--- src/mhpq_pkg.sv ---
// shared types and constants for the max-heap priority queue
// no dependencies

package mhpq_pkg;

	localparam int HEAP_DEPTH = 1024;
	localparam int AW = $clog2(HEAP_DEPTH);
	localparam int CW = $clog2(HEAP_DEPTH + 1);
	localparam int DW = 32;

	localparam logic OP_INSERT = 1'b0;
	localparam logic OP_REMOVE = 1'b1;

	typedef enum logic [1:0] {
		RD_PARENT,
		RD_REMOVE,
		RD_KIDS
	} rd_kind_t;

	typedef enum logic [1:0] {
		WR_VAL,
		WR_PARENT,
		WR_BEST
	} wr_kind_t;

	typedef struct packed {
		logic     load;
		logic     inc_cnt;
		logic     rd_en;
		rd_kind_t rd_kind;
		logic     take_rem;
		logic     wr_en;
		wr_kind_t wr_kind;
		logic     up_step;
		logic     down_step;
		logic     publish;
		logic     err;
	} cmd_t;

	typedef struct packed {
		logic full;
		logic rem_bad;
		logic pos_zero;
		logic pos_last;
		logic up_gt;
		logic down_any;
	} sts_t;

endpackage

--- src/mhpq_ctrl.sv ---
// sequencer for insert, removal and the sift walks
// depends on mhpq_pkg

module mhpq_ctrl (
	input  logic           clk,
	input  logic           arst_n,
	input  logic           in_valid,
	output logic           in_ready,
	input  logic           opcode,
	output logic           out_valid,
	input  logic           out_ready,
	input  mhpq_pkg::sts_t sts,
	output mhpq_pkg::cmd_t cmd
);
	import mhpq_pkg::*;

	typedef enum logic [2:0] {
		S_IDLE,
		S_RD_REM,
		S_TAKE,
		S_RD_UP,
		S_CMP_UP,
		S_RD_DN,
		S_CMP_DN,
		S_FIN
	} state_t;

	state_t state_q;
	logic   err_q, first_q, out_valid_q;
	logic   accept, bad;

	assign in_ready  = state_q == S_IDLE;
	assign out_valid = out_valid_q;
	assign accept    = in_valid && in_ready;
	assign bad       = (opcode == OP_INSERT) ? sts.full : sts.rem_bad;

	always_comb begin
		cmd         = '0;
		cmd.rd_kind = RD_PARENT;
		cmd.wr_kind = WR_VAL;
		cmd.err     = err_q;
		unique case (state_q)
			S_IDLE: begin
				cmd.load    = accept && !bad;
				cmd.inc_cnt = accept && !bad && opcode == OP_INSERT;
			end
			S_RD_REM: begin
				cmd.rd_en   = 1'b1;
				cmd.rd_kind = RD_REMOVE;
			end
			S_TAKE: cmd.take_rem = 1'b1;
			S_RD_UP: begin
				cmd.rd_en = !sts.pos_zero;
				cmd.wr_en = sts.pos_zero && !first_q;
			end
			S_CMP_UP: begin
				cmd.up_step = sts.up_gt;
				cmd.wr_en   = sts.up_gt || !first_q;
				cmd.wr_kind = sts.up_gt ? WR_PARENT : WR_VAL;
			end
			S_RD_DN: begin
				cmd.rd_en   = 1'b1;
				cmd.rd_kind = RD_KIDS;
			end
			S_CMP_DN: begin
				cmd.down_step = sts.down_any;
				cmd.wr_en     = 1'b1;
				cmd.wr_kind   = sts.down_any ? WR_BEST : WR_VAL;
			end
			S_FIN: cmd.publish = !out_valid_q || out_ready;
			default: ;
		endcase
	end

	always_ff @(posedge clk or negedge arst_n) begin
		if (!arst_n) begin
			state_q     <= S_IDLE;
			err_q       <= 1'b0;
			first_q     <= 1'b0;
			out_valid_q <= 1'b0;
		end else begin
			if (state_q == S_FIN && (!out_valid_q || out_ready)) begin
				out_valid_q <= 1'b1;
			end else if (out_valid_q && out_ready) begin
				out_valid_q <= 1'b0;
			end
			unique case (state_q)
				S_IDLE: begin
					if (accept) begin
						err_q   <= bad;
						first_q <= 1'b0;
						if (bad) begin
							state_q <= S_FIN;
						end else if (opcode == OP_INSERT) begin
							state_q <= S_RD_UP;
						end else begin
							state_q <= S_RD_REM;
						end
					end
				end
				S_RD_REM: state_q <= S_TAKE;
				S_TAKE: begin
					first_q <= 1'b1;
					state_q <= sts.pos_last ? S_FIN : S_RD_UP;
				end
				S_RD_UP: begin
					if (!sts.pos_zero) begin
						state_q <= S_CMP_UP;
					end else if (first_q) begin
						state_q <= S_RD_DN;
					end else begin
						state_q <= S_FIN;
					end
				end
				S_CMP_UP: begin
					if (sts.up_gt) begin
						first_q <= 1'b0;
						state_q <= S_RD_UP;
					end else if (first_q) begin
						state_q <= S_RD_DN;
					end else begin
						state_q <= S_FIN;
					end
				end
				S_RD_DN: state_q <= S_CMP_DN;
				S_CMP_DN: state_q <= sts.down_any ? S_RD_DN : S_FIN;
				S_FIN: begin
					if (!out_valid_q || out_ready) begin
						state_q <= S_IDLE;
					end
				end
				default: state_q <= S_IDLE;
			endcase
		end
	end

endmodule

--- config.mk ---
export PLATFORM = sky130hd
export DESIGN_NAME = mhpq_ctrl
export DESIGN_NICKNAME = d
export VERILOG_FILES = /design/src/mhpq_pkg.sv /design/src/mhpq_ctrl.sv
export SDC_FILE = /design/constraint.sdc
export NUM_CORES = 1
export LEC_CHECK = 0
export BUFFER_PORTS_ARGS = -buffer_cell sky130_fd_sc_hd__buf_2
export CAP_MARGIN = 10
export CORE_AREA = 2 2 39 41
export CTS_CLUSTER_SIZE = 28
export DETAILED_ROUTE_END_ITERATION = 8
export DIE_AREA = 0 0 41 43
export GPL_TIMING_DRIVEN = 0
export PLACE_DENSITY = 0.66
export SYNTH_ARGS = -nofsm -noshare
export SYNTH_HDL_FRONTEND = slang
export SYNTH_SLANG_ARGS = --single-unit
--- constraint.sdc ---
create_clock -name clk -period 1.49 [get_ports clk]
set_input_delay 0.0745 -clock clk [delete_from_list [all_inputs] [get_ports clk]]
set_output_delay 0.0745 -clock clk [all_outputs]
set_load 0.01 [all_outputs]
==> results of run 1 <==
## worst min path at each step
stage	from	end	slack, ns	cells after the start
detailed placement	arst_n	err_q	-0.10	1
CTS	in_valid	state_q[1]	0.15	3
global placement	arst_n	err_q	-0.10	1
finish	in_valid	err_q	0.16	3
floorplan	arst_n	err_q	-0.22	0
global route	in_valid	state_q[1]	0.18	3
## cell families (layout without fill, tap and decap cells)
| kind of cell | count (synthesis) | in the layout | share of synthesized area |
|---|---|---|---|
| and+or+nand+nor | 25 | 25 | 0.3220 |
| AOI/OAI and AO/OA | 17 | 17 | 0.2435 |
| buffers and inverters | 9 | 43 | 0.09946 |
| muxes | 1 | 1 | 0.02094 |
| DFF | 6 | 6 | 0.3141 |
## state kept, by name (all words and copies together), names as in the netlist
name	flops
err_q	1
first_q	1
out_valid	1
state_q	3
## power breakdown
part / internal, uW / switching [uW] / leakage [uW]
clock: 90.4 / 48.4 / 0.0000138
combinational: 517 / 483 / 0.000306
sequential: 254 / 102 / 0.0000667
total: 861 / 633 / 0.000387
## cells in the mapped netlist
cell       instances
a21boi_1           1
a21oi_1            1
a22oi_1            4
and2_1             2
and3_1             2
and3b_1            1
and4bb_1           1
buf_2              2
buf_4              3
dfrtp_1            6
inv_1              3
inv_2              1
mux2i_1            1
nand2_1            3
nand2b_1           2
nand3_1            1
nor2_1             4
nor2b_1            2
nor3_1             3
nor3_2             1
nor3b_1            1
nor3b_2            1
o21a_1             1
o21ai_0            4
o21ai_1            1
o22ai_1            1
o2bb2ai_1          2
o311ai_1           1
o32ai_1            1
or2_0              1
## routing by layer
metal	track usage	part of all wire	vias to the layer above	routed length, um
met2	0.2313	0.52	10	619
met1	0.2020	0.43	220	517
met5	0	0	-	0
met3	0.01571	0.042	2	50
met4	0.1000	0.010	0	12
li1	-	-	281	-
## cell type report
| class | count | area share |
|---|---|---|
| Tap cell | 16 | 0.02712 |
| Inverter | 4 | 0.02034 |
| Buffer | 4 | 0.05593 |
| Multi-Input combinational cell | 43 | 0.4102 |
| Clock buffer | 3 | 0.03051 |
| Sequential cell | 6 | 0.2068 |
| Timing Repair Buffer | 32 | 0.2492 |
## per-stage QoR
stage | power, uW | TNS [ns] | cells | setup slack, ns | area [um2]
2_1_floorplan | 884.0 | 0 | 58 | 0.1276 | 478.0
5_1_grt | 1625 | -0.01969 | 108 | -0.01969 | 738.2
6_report | 1494 | 0 | 108 | 0.03785 | 738.2
3_3_place_gp | 1128 | 0 | 99 | 0.1290 | 623.1
4_1_cts | 1367 | 0 | 103 | 0.004839 | 683.2
3_5_place_dp | 1145 | 0 | 99 | 0.08732 | 623.1
## critical path, cell delays in order (launching register included)
cell      delay (ns)
dfrtp_1         0.39
buf_6           0.15
and4bb_1        0.19
a22oi_2         0.18
o21ai_1         0.09
buf_2           0.14
## repair_timing
action | 4_1_cts | 5_1_grt
cloned | 0 | 0
setup endpoints to repair | 3 | 6
gates resized for setup | 7 | 6
hold buffers | 1 | 0
buffers inserted | 0 | 6
hold endpoints to repair | 6 | 0
pin swaps | 0 | 3
==> impl_metrics.env, run 1 <==
export IMPL_yosysSeqAreaShare=0.3141
export IMPL_ir_drop_uv=825.1
export IMPL_post_drt_wl_per_cell_um=11.11
export IMPL_multiInputGateArea_um2=302.8
export IMPL_htreeDepth=1
export IMPL_worstPathRequired_ns=1.42
export IMPL_grt_max_degree=11
export IMPL_r2r_cells=6
export IMPL_grt_overflow_total=0
export IMPL_start_kind="flop"
export IMPL_final_cell_mix="buf_2 (25), buf_4 (6)"
export IMPL_outcome="finished, final reports clean"
export IMPL_arrival_ns=1.38
export IMPL_root_buffer="clkbuf_4"
export IMPL_core_area_um2=1384
export IMPL_syn_inst=58
export IMPL_tightest_slew_ns=0.3039
export IMPL_endpoint="cmd[6]"
export IMPL_endpoint_kind="primary output"
export IMPL_path_clk_slew_ns=0.04
export IMPL_avgViaCountPerCell=4.750
export IMPL_fp_dieW_um=41
export IMPL_yosys_area_top_type="dfrtp_1"
export IMPL_final_common_cell="buf_2"
export IMPL_slew_headroom=0.7968
export IMPL_drive_gt1_frac=0.4891
export IMPL_leakage_uw=0.0003866
export IMPL_rows=14
export IMPL_diodes=0
export IMPL_drc=0
export IMPL_drv_cap=0
export IMPL_finalCriticalPeriod_ns=1.452
export IMPL_gp_congestion=0.7355
export IMPL_syn_num_nets=69
export IMPL_setup_viol_count_final=0
export IMPL_cts_sinks=6
export IMPL_synth_area_leaders="dfrtp_1 (31%), a22oi_1 (6.3%), buf_4 (4.7%), o21ai_0 (4.2%), o2bb2ai_1 (3.7%)"
export IMPL_dieArea_um2=1763
export IMPL_timing_fmax_mhz=688.6
export IMPL_hold_class="in2reg"
export IMPL_synth_avg_cell_area_um2=8.241
export IMPL_synth_top_area_frac=0.3141
export IMPL_power_density_nw_per_um2=2024
export IMPL_dpl_hpwl_um=936.9
export IMPL_port_buffers=25
export IMPL_start_util=0.3454
export IMPL_grt_pass1_vias=453
export IMPL_period_share=0.9746
export IMPL_yosysWarnings=0
export IMPL_die_height_um=43
export IMPL_drt_iter0_markers=3
export IMPL_path_max_fanout=8
export IMPL_synth_seq_cells=6
export IMPL_grt_pass1_wl_um=1876
export IMPL_synth_cell_types=30
export IMPL_clk_latency_ns=0.24
export IMPL_hold_ws_ns=0.1621
export IMPL_slew_viol_final=0
export IMPL_clockBufferDepth=2
export IMPL_rsz0062_at_grt="yes"
export IMPL_fillers=150
export IMPL_track_usage=0.1550
export IMPL_area_delta_synth_final_pct=54.45
export IMPL_clock_skew_ns=0.001971
export IMPL_cts_tree="done"
export IMPL_postLayoutCoreUtil=0.5335
export IMPL_vias=513
export IMPL_synthesis_area_um2=478.0
export IMPL_drt_wl_total_um=1200
export IMPL_numCtsBuffers=3
export IMPL_crit_reg2reg_launch="state_q[2]"
export IMPL_postRouteAntennaNets=0
export IMPL_worst_setup_path_type="reg2out"
export IMPL_num_io_pins=26
export IMPL_fin_nets=105
export IMPL_antenna_found_initial=0
export IMPL_hold_viol=0
export IMPL_drt_pass1_iter_count=4
export IMPL_rr_endpoint="state_q[1]"
export IMPL_regArea_um2=152.6
export IMPL_reg2reg_slack_ns=0.07
export IMPL_startpoint="state_q[2]"
No activity file was read; power rests on OpenSTA's default activity.
==> inputs of run 2 (changes only) <==
- CORE_AREA: 2 2 39 41 -> 5 5 42 44
- DIE_AREA: 0 0 41 43 -> 0 0 47 49
==> impl_metrics.env, run 2 (synthesis gave the netlist of run 1 again) <==
export IMPL_p_sw_uw=609.4
export IMPL_combPwrFrac=0.652
export IMPL_endpoint_kind="primary output"
export IMPL_largest_reg_flops=3
export IMPL_start_util=0.3411
export IMPL_vias=524
export IMPL_postRouteAntennaNets=0
export IMPL_dpl_cell_area_um2=623.1
export IMPL_clockBufferDepth=2
export IMPL_core_area_um2=1401
export IMPL_port_buffers=25
export IMPL_avgViaCountPerCell=5.038
export IMPL_drive_gt1_frac=0.4545
export IMPL_clock_skew_ns=0.002237
export IMPL_drt_pass1_iter_count=2
export IMPL_area_delta_synth_final_pct=45.81
export IMPL_drv_cap=0
export IMPL_internal_power_uw=781.3
export IMPL_hold_ws_ns=0.1706
export IMPL_tightest_slew_ns=0.3052
export IMPL_gp_congestion=0.7677
export IMPL_worst_setup_path_type="reg2out"
export IMPL_numCtsBuffers=3
export IMPL_postLayoutCoreUtil=0.4973
export IMPL_fin_nets=101
export IMPL_dieArea_um2=2303
export IMPL_fillers=144
export IMPL_fp_dieW_um=47
export IMPL_leakage_uw=0.0003648
export IMPL_cts_sinks=6
export IMPL_regMostFlops="state_q"
export IMPL_grt_max_degree=11
export IMPL_timing_fmax_mhz=692.0
export IMPL_ir_drop_uv=850.1
export IMPL_p_seq_frac=0.246
export IMPL_rsz0062_at_grt="yes"
export IMPL_crit_slowest_cell="dfrtp_2"
export IMPL_hold_class="in2reg"
export IMPL_slew_viol_final=0
export IMPL_drt_wl_total_um=1275
export IMPL_antenna_found_initial=0
export IMPL_drt_iter0_markers=18
export IMPL_power_density_nw_per_um2=1996
export IMPL_num_io_pins=26
export IMPL_path_clk_slew_ns=0.04
export IMPL_period_share=0.9698
export IMPL_slew_headroom=0.7955
export IMPL_clk_latency_ns=0.24
export IMPL_final_cell_mix="buf_2 (25), dfrtp_1 (5), nor2_1 (4), o21ai_0 (4)"
export IMPL_outcome="finished, final reports clean"
export IMPL_cts_tree="done"
export IMPL_root_buffer="clkbuf_4"
export IMPL_grt_overflow_total=0
export IMPL_slowest_delay_ns=0.46
export IMPL_multiInputGateArea_um2=296.5
export IMPL_grt_pass1_vias=502
export IMPL_critical_path_buf_inv_count=1
export IMPL_setup_viol_count_final=0
export IMPL_track_usage=0.1176
export IMPL_start_kind="flop"
export IMPL_die_height_um=49
export IMPL_drc=0
export IMPL_crit_chain="nor3_2 -> and3_1 -> buf_2"
export IMPL_power_frac_clock=0.102
export IMPL_fin_area_um2=696.9
export IMPL_hold_viol=0
export IMPL_finalCriticalPeriod_ns=1.445
export IMPL_dpl_hpwl_um=979.9
export IMPL_grt_pass1_wl_um=2049
export IMPL_rows=14
export IMPL_regArea_um2=151.4
export IMPL_sw_frac_of_total=0.4382
export IMPL_fin_setup_tns_ns=0
export IMPL_htreeDepth=1
export IMPL_post_drt_wl_per_cell_um=12.26
export IMPL_path_max_fanout=8
export IMPL_arrival_ns=1.37
export IMPL_final_common_cell="buf_2"
export IMPL_worstPathRequired_ns=1.42
export IMPL_path_delay_family="simple AND/OR/NAND/NOR gates"
export IMPL_diodes=0
[run 2: changes by cell type in the layout (fill, tap and decap cells not counted), sizes merged]
cell	delta
buf	-4
[run 2: final timing paths]
check | startpoint | to | slack [ns] | cells past startpoint
max reg2reg | state_q[1] | state_q[2] | 0.26 | 3
min | out_ready | out_valid | 0.17 | 3
max | state_q[1] | cmd[12] | 0.04 | 3
max in group asynchronous | arst_n | state_q[1] | 1.15 | 2
min reg2reg | err_q | err_q | 0.52 | 2
min in group asynchronous | arst_n | out_valid | 0.19 | 2
[run 2: power by group through the flow]
stage	Sequential, uW	Clock (uW)	Combinational, uW
final	342	141	907
after global routing	352	156	1020
after CTS	331	149	891
after detailed placement	330	0	806
after global placement	326	0	800
after floorplan	317	0	567
[run 2: metrics by stage]
| stage | worst slack (ns) | std cells | power (uW) |
|---|---|---|---|
| 2_1_floorplan | 0.1276 | 58 | 884.0 |
| 3_3_place_gp | 0.1363 | 99 | 1126 |
| 3_5_place_dp | 0.1288 | 99 | 1136 |
| 4_1_cts | 0.009551 | 104 | 1371 |
| 5_1_grt | -0.04961 | 104 | 1523 |
| 6_report | 0.04499 | 104 | 1391 |
[run 2: tightest hold or removal path, stage by stage]
cell and delay (ns):
buf_2 0.08, nor2b_1 0.06, nand2b_1 0.14
[run 2: cell type report]
class                   count  share of cell area
inverters                   4             0.02154
clock buffers               3             0.03232
flip-flops and latches      6              0.2172
plain buffers               5             0.07002
well taps                  16             0.02873
multi-input cells          43              0.4255
repair buffers             27              0.2047
[run 2: layer usage]
| layer | share of wire | track usage |
|---|---|---|
| met1 | 0.44 | 0.1547 |
| met3 | 0.051 | 0.01107 |
| met2 | 0.51 | 0.1923 |
| met4 | 0 | 0.04147 |
| met5 | 0 | 0 |
[run 2: repair_timing]
action | in CTS | in global routing
hold endpoints to repair | 6 | 0
pin swaps | 0 | 3
endpoints found under the setup margin | 3 | 5
hold buffers | 1 | 0
setup buffers | 1 | 0
gates resized for setup | 6 | 4
